--- src/rtl/core/aes128_key_expansion_defines.svh ---
// Assertion macros for the AES-128 key expansion block.
`ifndef AES128_KEY_EXPANSION_DEFINES_SVH
`define AES128_KEY_EXPANSION_DEFINES_SVH

`ifndef SYNTHESIS

`define AKX_ASSERT_IMPL(label, clock, reset, ante, cons, msg) \
  label: assert property (@(posedge clock) disable iff (reset) (ante) |-> (cons)) \
    else $error(msg);

`define AKX_ASSERT_NEXT(label, clock, reset, ante, cons, msg) \
  label: assert property (@(posedge clock) disable iff (reset) (ante) |=> (cons)) \
    else $error(msg);

`else

`define AKX_ASSERT_IMPL(label, clock, reset, ante, cons, msg)

`define AKX_ASSERT_NEXT(label, clock, reset, ante, cons, msg)

`endif

`endif

--- src/rtl/core/aes_kx_pkg.sv ---
// Package: types, constants and tables of the AES-128 key expansion.
`timescale 1ns / 1ps

package aes_kx_pkg;

  localparam int HALF_W    = 64;
  localparam int WORD_W    = 32;
  localparam int NUM_WORDS = 4;
  localparam int ROUND_W   = 4;

  localparam logic [ROUND_W-1:0] NUM_ROUNDS = 4'd10;

  typedef struct packed {
    logic load;
    logic adv;
  } cell_ctrl_t;

  localparam logic [7:0] SBOX [0:255] = '{
    8'h63, 8'h7c, 8'h77, 8'h7b, 8'hf2, 8'h6b, 8'h6f, 8'hc5,
    8'h30, 8'h01, 8'h67, 8'h2b, 8'hfe, 8'hd7, 8'hab, 8'h76,
    8'hca, 8'h82, 8'hc9, 8'h7d, 8'hfa, 8'h59, 8'h47, 8'hf0,
    8'had, 8'hd4, 8'ha2, 8'haf, 8'h9c, 8'ha4, 8'h72, 8'hc0,
    8'hb7, 8'hfd, 8'h93, 8'h26, 8'h36, 8'h3f, 8'hf7, 8'hcc,
    8'h34, 8'ha5, 8'he5, 8'hf1, 8'h71, 8'hd8, 8'h31, 8'h15,
    8'h04, 8'hc7, 8'h23, 8'hc3, 8'h18, 8'h96, 8'h05, 8'h9a,
    8'h07, 8'h12, 8'h80, 8'he2, 8'heb, 8'h27, 8'hb2, 8'h75,
    8'h09, 8'h83, 8'h2c, 8'h1a, 8'h1b, 8'h6e, 8'h5a, 8'ha0,
    8'h52, 8'h3b, 8'hd6, 8'hb3, 8'h29, 8'he3, 8'h2f, 8'h84,
    8'h53, 8'hd1, 8'h00, 8'hed, 8'h20, 8'hfc, 8'hb1, 8'h5b,
    8'h6a, 8'hcb, 8'hbe, 8'h39, 8'h4a, 8'h4c, 8'h58, 8'hcf,
    8'hd0, 8'hef, 8'haa, 8'hfb, 8'h43, 8'h4d, 8'h33, 8'h85,
    8'h45, 8'hf9, 8'h02, 8'h7f, 8'h50, 8'h3c, 8'h9f, 8'ha8,
    8'h51, 8'ha3, 8'h40, 8'h8f, 8'h92, 8'h9d, 8'h38, 8'hf5,
    8'hbc, 8'hb6, 8'hda, 8'h21, 8'h10, 8'hff, 8'hf3, 8'hd2,
    8'hcd, 8'h0c, 8'h13, 8'hec, 8'h5f, 8'h97, 8'h44, 8'h17,
    8'hc4, 8'ha7, 8'h7e, 8'h3d, 8'h64, 8'h5d, 8'h19, 8'h73,
    8'h60, 8'h81, 8'h4f, 8'hdc, 8'h22, 8'h2a, 8'h90, 8'h88,
    8'h46, 8'hee, 8'hb8, 8'h14, 8'hde, 8'h5e, 8'h0b, 8'hdb,
    8'he0, 8'h32, 8'h3a, 8'h0a, 8'h49, 8'h06, 8'h24, 8'h5c,
    8'hc2, 8'hd3, 8'hac, 8'h62, 8'h91, 8'h95, 8'he4, 8'h79,
    8'he7, 8'hc8, 8'h37, 8'h6d, 8'h8d, 8'hd5, 8'h4e, 8'ha9,
    8'h6c, 8'h56, 8'hf4, 8'hea, 8'h65, 8'h7a, 8'hae, 8'h08,
    8'hba, 8'h78, 8'h25, 8'h2e, 8'h1c, 8'ha6, 8'hb4, 8'hc6,
    8'he8, 8'hdd, 8'h74, 8'h1f, 8'h4b, 8'hbd, 8'h8b, 8'h8a,
    8'h70, 8'h3e, 8'hb5, 8'h66, 8'h48, 8'h03, 8'hf6, 8'h0e,
    8'h61, 8'h35, 8'h57, 8'hb9, 8'h86, 8'hc1, 8'h1d, 8'h9e,
    8'he1, 8'hf8, 8'h98, 8'h11, 8'h69, 8'hd9, 8'h8e, 8'h94,
    8'h9b, 8'h1e, 8'h87, 8'he9, 8'hce, 8'h55, 8'h28, 8'hdf,
    8'h8c, 8'ha1, 8'h89, 8'h0d, 8'hbf, 8'he6, 8'h42, 8'h68,
    8'h41, 8'h99, 8'h2d, 8'h0f, 8'hb0, 8'h54, 8'hbb, 8'h16
  };

  // Round constant used to build round r+1 from round r.
  function automatic logic [7:0] rcon(input logic [ROUND_W-1:0] r);
    logic [7:0] c;
    case (r)
      4'd0:    c = 8'h01;
      4'd1:    c = 8'h02;
      4'd2:    c = 8'h04;
      4'd3:    c = 8'h08;
      4'd4:    c = 8'h10;
      4'd5:    c = 8'h20;
      4'd6:    c = 8'h40;
      4'd7:    c = 8'h80;
      4'd8:    c = 8'h1b;
      4'd9:    c = 8'h36;
      default: c = 8'h00;
    endcase
    return c;
  endfunction

endpackage

--- src/rtl/core/aes_kx_if.sv ---
// Valid/ready channel interfaces for cipher keys and round keys.
`timescale 1ns / 1ps

interface aes_kx_key_if;
  import aes_kx_pkg::*;

  logic              valid;
  logic              ready;
  logic [HALF_W-1:0] key_upper;
  logic [HALF_W-1:0] key_lower;

  modport source (output valid, output key_upper, output key_lower, input ready);
  modport sink   (input valid, input key_upper, input key_lower, output ready);
endinterface

interface aes_kx_rkey_if;
  import aes_kx_pkg::*;

  logic               valid;
  logic               ready;
  logic [ROUND_W-1:0] round_number;
  logic [HALF_W-1:0]  round_key_upper;
  logic [HALF_W-1:0]  round_key_lower;
  logic               final_round;

  modport source (output valid, output round_number, output round_key_upper,
                  output round_key_lower, output final_round, input ready);
  modport sink   (input valid, input round_number, input round_key_upper,
                  input round_key_lower, input final_round, output ready);
endinterface

--- src/rtl/core/aes_kx_word_cell.sv ---
// One 32-bit word of the round key register; XOR chain link to the next word.
`timescale 1ns / 1ps

module aes_kx_word_cell (
  input  logic                          clk,
  input  aes_kx_pkg::cell_ctrl_t        ctrl,
  input  logic [aes_kx_pkg::WORD_W-1:0] load_word,
  input  logic [aes_kx_pkg::WORD_W-1:0] chain_in,
  output logic [aes_kx_pkg::WORD_W-1:0] word,
  output logic [aes_kx_pkg::WORD_W-1:0] word_next
);
  import aes_kx_pkg::*;

  assign word_next = word ^ chain_in;

  always_ff @(posedge clk) begin
    if (ctrl.load) begin
      word <= load_word;
    end else if (ctrl.adv) begin
      word <= word_next;
    end
  end

endmodule

--- src/rtl/core/aes_kx_rot_sub.sv ---
// RotWord, SubWord and round constant applied to the last word of a round key.
`timescale 1ns / 1ps

module aes_kx_rot_sub (
  input  logic [aes_kx_pkg::WORD_W-1:0]  word,
  input  logic [aes_kx_pkg::ROUND_W-1:0] rnd,
  output logic [aes_kx_pkg::WORD_W-1:0]  temp
);
  import aes_kx_pkg::*;

  logic [WORD_W-1:0] sub;

  assign sub = {SBOX[word[23:16]], SBOX[word[15:8]], SBOX[word[7:0]], SBOX[word[31:24]]};
  assign temp = sub ^ {rcon(rnd), 24'h000000};

endmodule

--- src/rtl/core/aes128_key_expansion.sv ---
// AES-128 key expansion: cipher key in, eleven round keys out in round order.
`timescale 1ns / 1ps
`include "aes128_key_expansion_defines.svh"

// Each cipher key beat produces 11 round-key beats, rounds 0 to 10, with
// final_round set on round 10. Round 0 is loaded into the word cells when
// the key is accepted and then moves to the output register; later rounds
// follow one per cycle while the output is not stalled. The round register
// is a row of four word cells that computes one round per cycle while not
// stalled; it hands round 10 to the output register in the same cycle it
// loads the next key, so keys stream back to back. No state is kept between keys.
module aes128_key_expansion (
  input  logic                 clk,
  input  logic                 rst,
  aes_kx_key_if.sink           cipher_key,
  aes_kx_rkey_if.source        round_key
);
  import aes_kx_pkg::*;

  logic               busy;
  logic [ROUND_W-1:0] rnd;
  logic               out_valid;
  logic [ROUND_W-1:0] out_round;
  logic [HALF_W-1:0]  out_upper;
  logic [HALF_W-1:0]  out_lower;
  logic               out_final;

  logic       move;
  logic       last;
  logic       acc;
  cell_ctrl_t ctrl;

  logic [WORD_W-1:0] key_words  [NUM_WORDS];
  logic [WORD_W-1:0] words      [NUM_WORDS];
  logic [WORD_W-1:0] words_next [NUM_WORDS];
  logic [WORD_W-1:0] chain      [NUM_WORDS];
  logic [WORD_W-1:0] temp;

  assign move = busy && (!out_valid || round_key.ready);
  assign last = (rnd == NUM_ROUNDS);
  assign cipher_key.ready = !busy || (move && last);
  assign acc = cipher_key.valid && cipher_key.ready;

  assign ctrl.load = acc;
  assign ctrl.adv  = move && !last;

  assign key_words[0] = cipher_key.key_upper[HALF_W-1:WORD_W];
  assign key_words[1] = cipher_key.key_upper[WORD_W-1:0];
  assign key_words[2] = cipher_key.key_lower[HALF_W-1:WORD_W];
  assign key_words[3] = cipher_key.key_lower[WORD_W-1:0];

  aes_kx_rot_sub u_rot_sub (
    .word (words[NUM_WORDS-1]),
    .rnd  (rnd),
    .temp (temp)
  );

  assign chain[0] = temp;

  for (genvar i = 0; i < NUM_WORDS; i++) begin : g_cell
    if (i > 0) begin : g_link
      assign chain[i] = words_next[i-1];
    end
    aes_kx_word_cell u_cell (
      .clk       (clk),
      .ctrl      (ctrl),
      .load_word (key_words[i]),
      .chain_in  (chain[i]),
      .word      (words[i]),
      .word_next (words_next[i])
    );
  end

  always_ff @(posedge clk) begin
    if (rst) begin
      busy <= 1'b0;
      rnd  <= '0;
    end else if (acc) begin
      busy <= 1'b1;
      rnd  <= '0;
    end else if (move && last) begin
      busy <= 1'b0;
    end else if (move) begin
      rnd <= rnd + 4'd1;
    end
  end

  always_ff @(posedge clk) begin
    if (rst) begin
      out_valid <= 1'b0;
    end else if (move) begin
      out_valid <= 1'b1;
    end else if (round_key.ready) begin
      out_valid <= 1'b0;
    end
  end

  always_ff @(posedge clk) begin
    if (move) begin
      out_round <= rnd;
      out_upper <= {words[0], words[1]};
      out_lower <= {words[2], words[3]};
      out_final <= last;
    end
  end

  assign round_key.valid           = out_valid;
  assign round_key.round_number    = out_round;
  assign round_key.round_key_upper = out_upper;
  assign round_key.round_key_lower = out_lower;
  assign round_key.final_round     = out_final;

  `AKX_ASSERT_NEXT(a_load_round0, clk, rst, acc, busy && rnd == 4'd0, "key load not at round 0")
  `AKX_ASSERT_IMPL(a_round_range, clk, rst, busy, rnd <= NUM_ROUNDS, "round counter out of range")
  `AKX_ASSERT_IMPL(a_next_round, clk, rst, out_valid && !out_final,
                   busy && rnd == out_round + 4'd1, "round register out of step with output")
  `AKX_ASSERT_IMPL(a_final_flag, clk, rst, out_valid,
                   out_final == (out_round == NUM_ROUNDS) && out_round <= NUM_ROUNDS,
                   "final flag disagrees with round number")

endmodule
--- src/flat_wrapper.sv ---
// flat-port wrapper written by rule: the top's interface ports become plain ports
module aes128_key_expansion_flat import aes_kx_pkg::*;
  (clk, rst, cipher_key_valid, cipher_key_key_upper, cipher_key_key_lower, cipher_key_ready, round_key_valid, round_key_round_number, round_key_round_key_upper, round_key_round_key_lower, round_key_final_round, round_key_ready);
  aes_kx_key_if cipher_key_i ();
  aes_kx_rkey_if round_key_i ();
  input  logic clk;
  input  logic rst;
  input wire logic [$bits(cipher_key_i.valid)-1:0] cipher_key_valid;
  input wire logic [$bits(cipher_key_i.key_upper)-1:0] cipher_key_key_upper;
  input wire logic [$bits(cipher_key_i.key_lower)-1:0] cipher_key_key_lower;
  output wire logic [$bits(cipher_key_i.ready)-1:0] cipher_key_ready;
  output wire logic [$bits(round_key_i.valid)-1:0] round_key_valid;
  output wire logic [$bits(round_key_i.round_number)-1:0] round_key_round_number;
  output wire logic [$bits(round_key_i.round_key_upper)-1:0] round_key_round_key_upper;
  output wire logic [$bits(round_key_i.round_key_lower)-1:0] round_key_round_key_lower;
  output wire logic [$bits(round_key_i.final_round)-1:0] round_key_final_round;
  input wire logic [$bits(round_key_i.ready)-1:0] round_key_ready;
  assign cipher_key_i.valid = cipher_key_valid;
  assign cipher_key_i.key_upper = cipher_key_key_upper;
  assign cipher_key_i.key_lower = cipher_key_key_lower;
  assign cipher_key_ready = cipher_key_i.ready;
  assign round_key_valid = round_key_i.valid;
  assign round_key_round_number = round_key_i.round_number;
  assign round_key_round_key_upper = round_key_i.round_key_upper;
  assign round_key_round_key_lower = round_key_i.round_key_lower;
  assign round_key_final_round = round_key_i.final_round;
  assign round_key_i.ready = round_key_ready;
  aes128_key_expansion u_core (.clk(clk), .rst(rst), .cipher_key(cipher_key_i), .round_key(round_key_i));
endmodule
--- config.mk ---
export PLATFORM = sky130hd
export DESIGN_NAME = aes128_key_expansion_flat
export DESIGN_NICKNAME = d
export VERILOG_FILES = /design/src/rtl/core/aes_kx_pkg.sv /design/src/rtl/core/aes_kx_if.sv /design/src/rtl/core/aes_kx_word_cell.sv /design/src/rtl/core/aes_kx_rot_sub.sv /design/src/rtl/core/aes128_key_expansion.sv /design/src/flat_wrapper.sv
export VERILOG_INCLUDE_DIRS = /design/src /design/src/rtl/core
export SDC_FILE = /design/constraint.sdc
export NUM_CORES = 1
export LEC_CHECK = 0
export ABC_AREA = 1
export BUFFER_PORTS_ARGS = -buffer_cell sky130_fd_sc_hd__buf_2
export CAP_MARGIN = 0
export CORE_MARGIN = 2
export CORE_UTILIZATION = 39
export CTS_BUF_LIST = sky130_fd_sc_hd__clkbuf_4
export CTS_CLUSTER_SIZE = 30
export DETAILED_ROUTE_END_ITERATION = 10
export SETUP_SLACK_MARGIN = 0.5
export SKIP_LAST_GASP = 1
export SYNTH_ARGS = -nofsm -noshare
export SYNTH_HDL_FRONTEND = slang
export SYNTH_SLANG_ARGS = --single-unit
export TNS_END_PERCENT = 50
--- constraint.sdc ---
create_clock -name clk -period 11.11 [get_ports clk]
set_input_delay 0 -clock clk [delete_from_list [all_inputs] [get_ports clk]]
set_output_delay 0 -clock clk [all_outputs]
set_load 0.02 [all_outputs]
==> summary.md <==
| Metric | Value |
|---|---|
| Critical Path RT | `between 10 and 15 ns` |
| Synthesized Nets | `3800` |
| Internal Power | `4.37 mW` |
| Commonest non-fill, non-tap cell in the layout | `nand3_1` |
| Dpl hpwl | `70.2 mm` |
| Gr usage total | `0.321` |
| Via count | `approximately 28000` |
| Status | `complete, no violations` |
| P_sw | `between 6 and 7 mW` |
| Gate power share | `0.719` |
| Worst-margin pin slew | `roughly 1.3 ns` |
| Slew HR | `0.154` |
| Sw Share | `0.596` |
| Synthesized area | `around 0.024 mm2` |
| Root buffer cell | `clkbuf_4` |
| 1st-pass router iterations | `7` |
| H-Tree Depth | `3` |
| Routability cong. | `1.05` |
| Post-cts sizing count | `0` |
| Clk sinks | `between 200 and 300` |
| RSZ-0062 raised after global routing | `no` |
| Setup Buffers After CTS | `0` |
| Initial Util | `0.394` |
| Global-route wire length before repair | `157 mm` |
| WP buf/inv | `2` |
| Height of the die | `250 um` |
| Clock power share | `0.093` |
| Die W | `about 250 um` |
| CTS max path bufs | `3` |
| Place WS | `6.86 ns` |
| Slowest CP cell | `edfxtp_1` |
| Path category of the worst min-delay check | `input port to register` |
| Critical Path AT | `between 4 and 5 ns` |
| Site row count | `90` |
| Hold_ws | `around 0.047 ns` |
| Synth cell types | `31` |
| CTS Buf Count | `80` |
| Initial antenna violation count | `2` |
| Crit path time final | `between 4 and 5 ns` |
| LEAKAGE | `approximately 13 nW` |
| Layout cells sized above 1 | `0.124` |
| Setup tns final | `0 ns` |
| Final Hold Violating Endpoints | `0` |
| Final setup violation count | `0` |
| Cell count after synthesis | `3606` |
| Full die area | `around 0.063 mm2` |
| Fill count | `6362` |
| Top-level I/O count | `267` |
| Yosys warnings | `0` |
| Pwr Density | `slightly below 400 mW/mm2` |
| Core ar. | `between 0.06 and 0.07 mm2` |
| Crit-path cells | `inv_2, ha_1, nand2_1, inv_1, nor2_1, nand2_1, nand3_1, nand3_1, nand3_1, nand3_1, nand2_1, nand2_1, nand3_1, nand2_1, nand2_1, nand3_1, nand3_1, nand2_1` |
| Slew Limit Fails | `0` |
| Worst-path fanout max | `15` |
| Startpoint types | `register` |
| Grt total ovfl | `0` |
| Vias in the first global route | `between 20000 and 30000` |
| Largest net degree at the start of global routing | `about 130` |
| ANT nets after route | `0` |
| Final worst setup slack | `6.80 ns` |
| Crit. End Element | `register` |
| VDD IR max | `between 0.15 and 0.2 mV` |
| Area Growth Syn to Fin | `17.7%` |
| Achievable frequency | `~230 MHz` |
| CP peak stage delay | `roughly 0.85 ns` |
| Total power | `~11 mW` |
| Max Cap Violations | `0` |
| Initial DRC Count | `about 4900` |
| Top delay family on crit path | `simple AND/OR/NAND/NOR gates` |
| Commonest cells after routing, fill and taps aside | `nand3_1 (1184), nand2_1 (1061), buf_2 (266)` |
| Mean Syn Cell Area | `6.57 um2` |
| # DRC | `0` |
| CTS tree | `yes` |
| Worst skew pair latency | `about 0.86 ns` |
| Clock slew at reported path FFs | `0.07 ns` |
| Period utilisation layout | `0.388` |
| IO Port Bufs | `approximately 270` |
| Final #Nets | `between 4000 and 5000` |
| Seq pwr share | `0.188` |
| Final wirelength | `104 mm` |
| Post-DR vias/cell | `5.97` |
| Post-synthesis sequential area ratio | `0.343` |
| Max Clock Skew | `around 0.067 ns` |
| Register-to-register setup slack | `about 7 ns` |
| Drt wl/cell | `approximately 22 um` |
| CP Class | `register to register` |
| Synth Register Bits | `275` |
## state kept, by name, summed over array words and instances, names as in the netlist, named ones only
name / count
u_core.g_cell.u_cell.word: 128
u_core.round_key.round_key_lower: 64
u_core.round_key.round_key_upper: 64
u_core.rnd: 4
u_core.round_key.round_number: 4
u_core.busy: 1
u_core.round_key.final_round: 1
u_core.round_key.valid: 1
## cell families after synthesis
family | count (synthesis) | synth area share
AND/OR/NAND/NOR | 2567 | 0.479
XOR/XNOR | 11 | 0.00407
buffers and inverters | 418 | 0.0764
flip-flops | 275 | 0.343
adder cells (fa/ha/maj) | 62 | 0.0328
AO/OA/AOI/OAI | 273 | 0.0652
## area by class of cell
cell class,count,area (um2),area share
diodes,2,5.00,0.000180
clock buffers,123,923,0.0331
clock inverters,24,116,0.00418
inverters,194,743,0.0267
multi-input cells,2913,13800,0.494
flip-flops and latches,275,8120,0.291
well taps,782,978,0.0351
repair buffers,462,3210,0.115
## metrics by stage
step	util	cell area [um2]	cells
6_report	0.463	27900	4775
5_1_grt	0.463	27900	4775
4_1_cts	0.463	27900	4773
3_5_place_dp	0.419	25200	4463
3_3_place_gp	0.419	25200	4463
2_1_floorplan	-	23700	3606
## worst register-to-register path: cells and delay by family (launching register included)
family	cells	cell delay, ns
and+or+nand+nor	15	2.18
DFF	1	0.85
buffers and inverters	2	0.55
adders and majority gates	1	0.47
## path summary, 6_finish.rpt
| kind | end | startpoint | cells past startpoint |
|---|---|---|---|
| worst max-delay path | u_core.g_cell[3].u_cell.word[8] | u_core.g_cell[3].u_cell.word[1] | 18 |
| worst min-delay path | u_core.g_cell[1].u_cell.word[8] | cipher_key_key_upper[8] | 4 |
| worst max register to register | u_core.g_cell[3].u_cell.word[8] | u_core.g_cell[3].u_cell.word[1] | 18 |
| worst min register to register | u_core.round_key.round_key_upper[9] | u_core.g_cell[1].u_cell.word[9] | 0 |
## routing by layer
metal / GRT usage / vias up / part of all wire
met3: 0.0721 / 410 / 0.12
met4: 0.175 / 0 / 0.059
li1: - / 13100 / -
met2: 0.463 / 1999 / 0.42
met5: 0 / - / 0
met1: 0.444 / 12900 / 0.41
## synth_stat cells (all sizes together)
master     n  area (um2)
ha        62         776
clkinv    10        37.5
a31oi    100         626
o31ai      1        7.51
a21oi     99         510
inv      184         693
nand3b    29         218
buf      145         781
edfxtp   261        7840
xor2      10        87.6
nand4     14        87.6
clkbuf    79         297
xnor2      1        8.76
o21ai     59         295
nand3   1184        5930
nor2     255         972
nand2   1084        4120
or2        1        6.26
o211ai    12        90.1
dfxtp     14         280
a211oi     1        7.51
o22ai      1        6.26
## power by group through the flow
stage	combinational [mW]	sequential, mW	clock [mW]
floorplan	5.31	2.00	0
global placement	7.49	2.03	0
detailed placement	7.40	2.04	0
CTS	7.47	2.02	1.03
global route	8.46	2.07	1.09
finish	7.77	2.03	1.00
## what timing repair did
| action | CTS | global route |
|---|---|---|
| setup endpoints to repair | 0 | 0 |
| hold endpoints to repair | 142 | 0 |
| hold buffers | 163 | 0 |
Note: power is estimated with default switching activity, not from simulation.
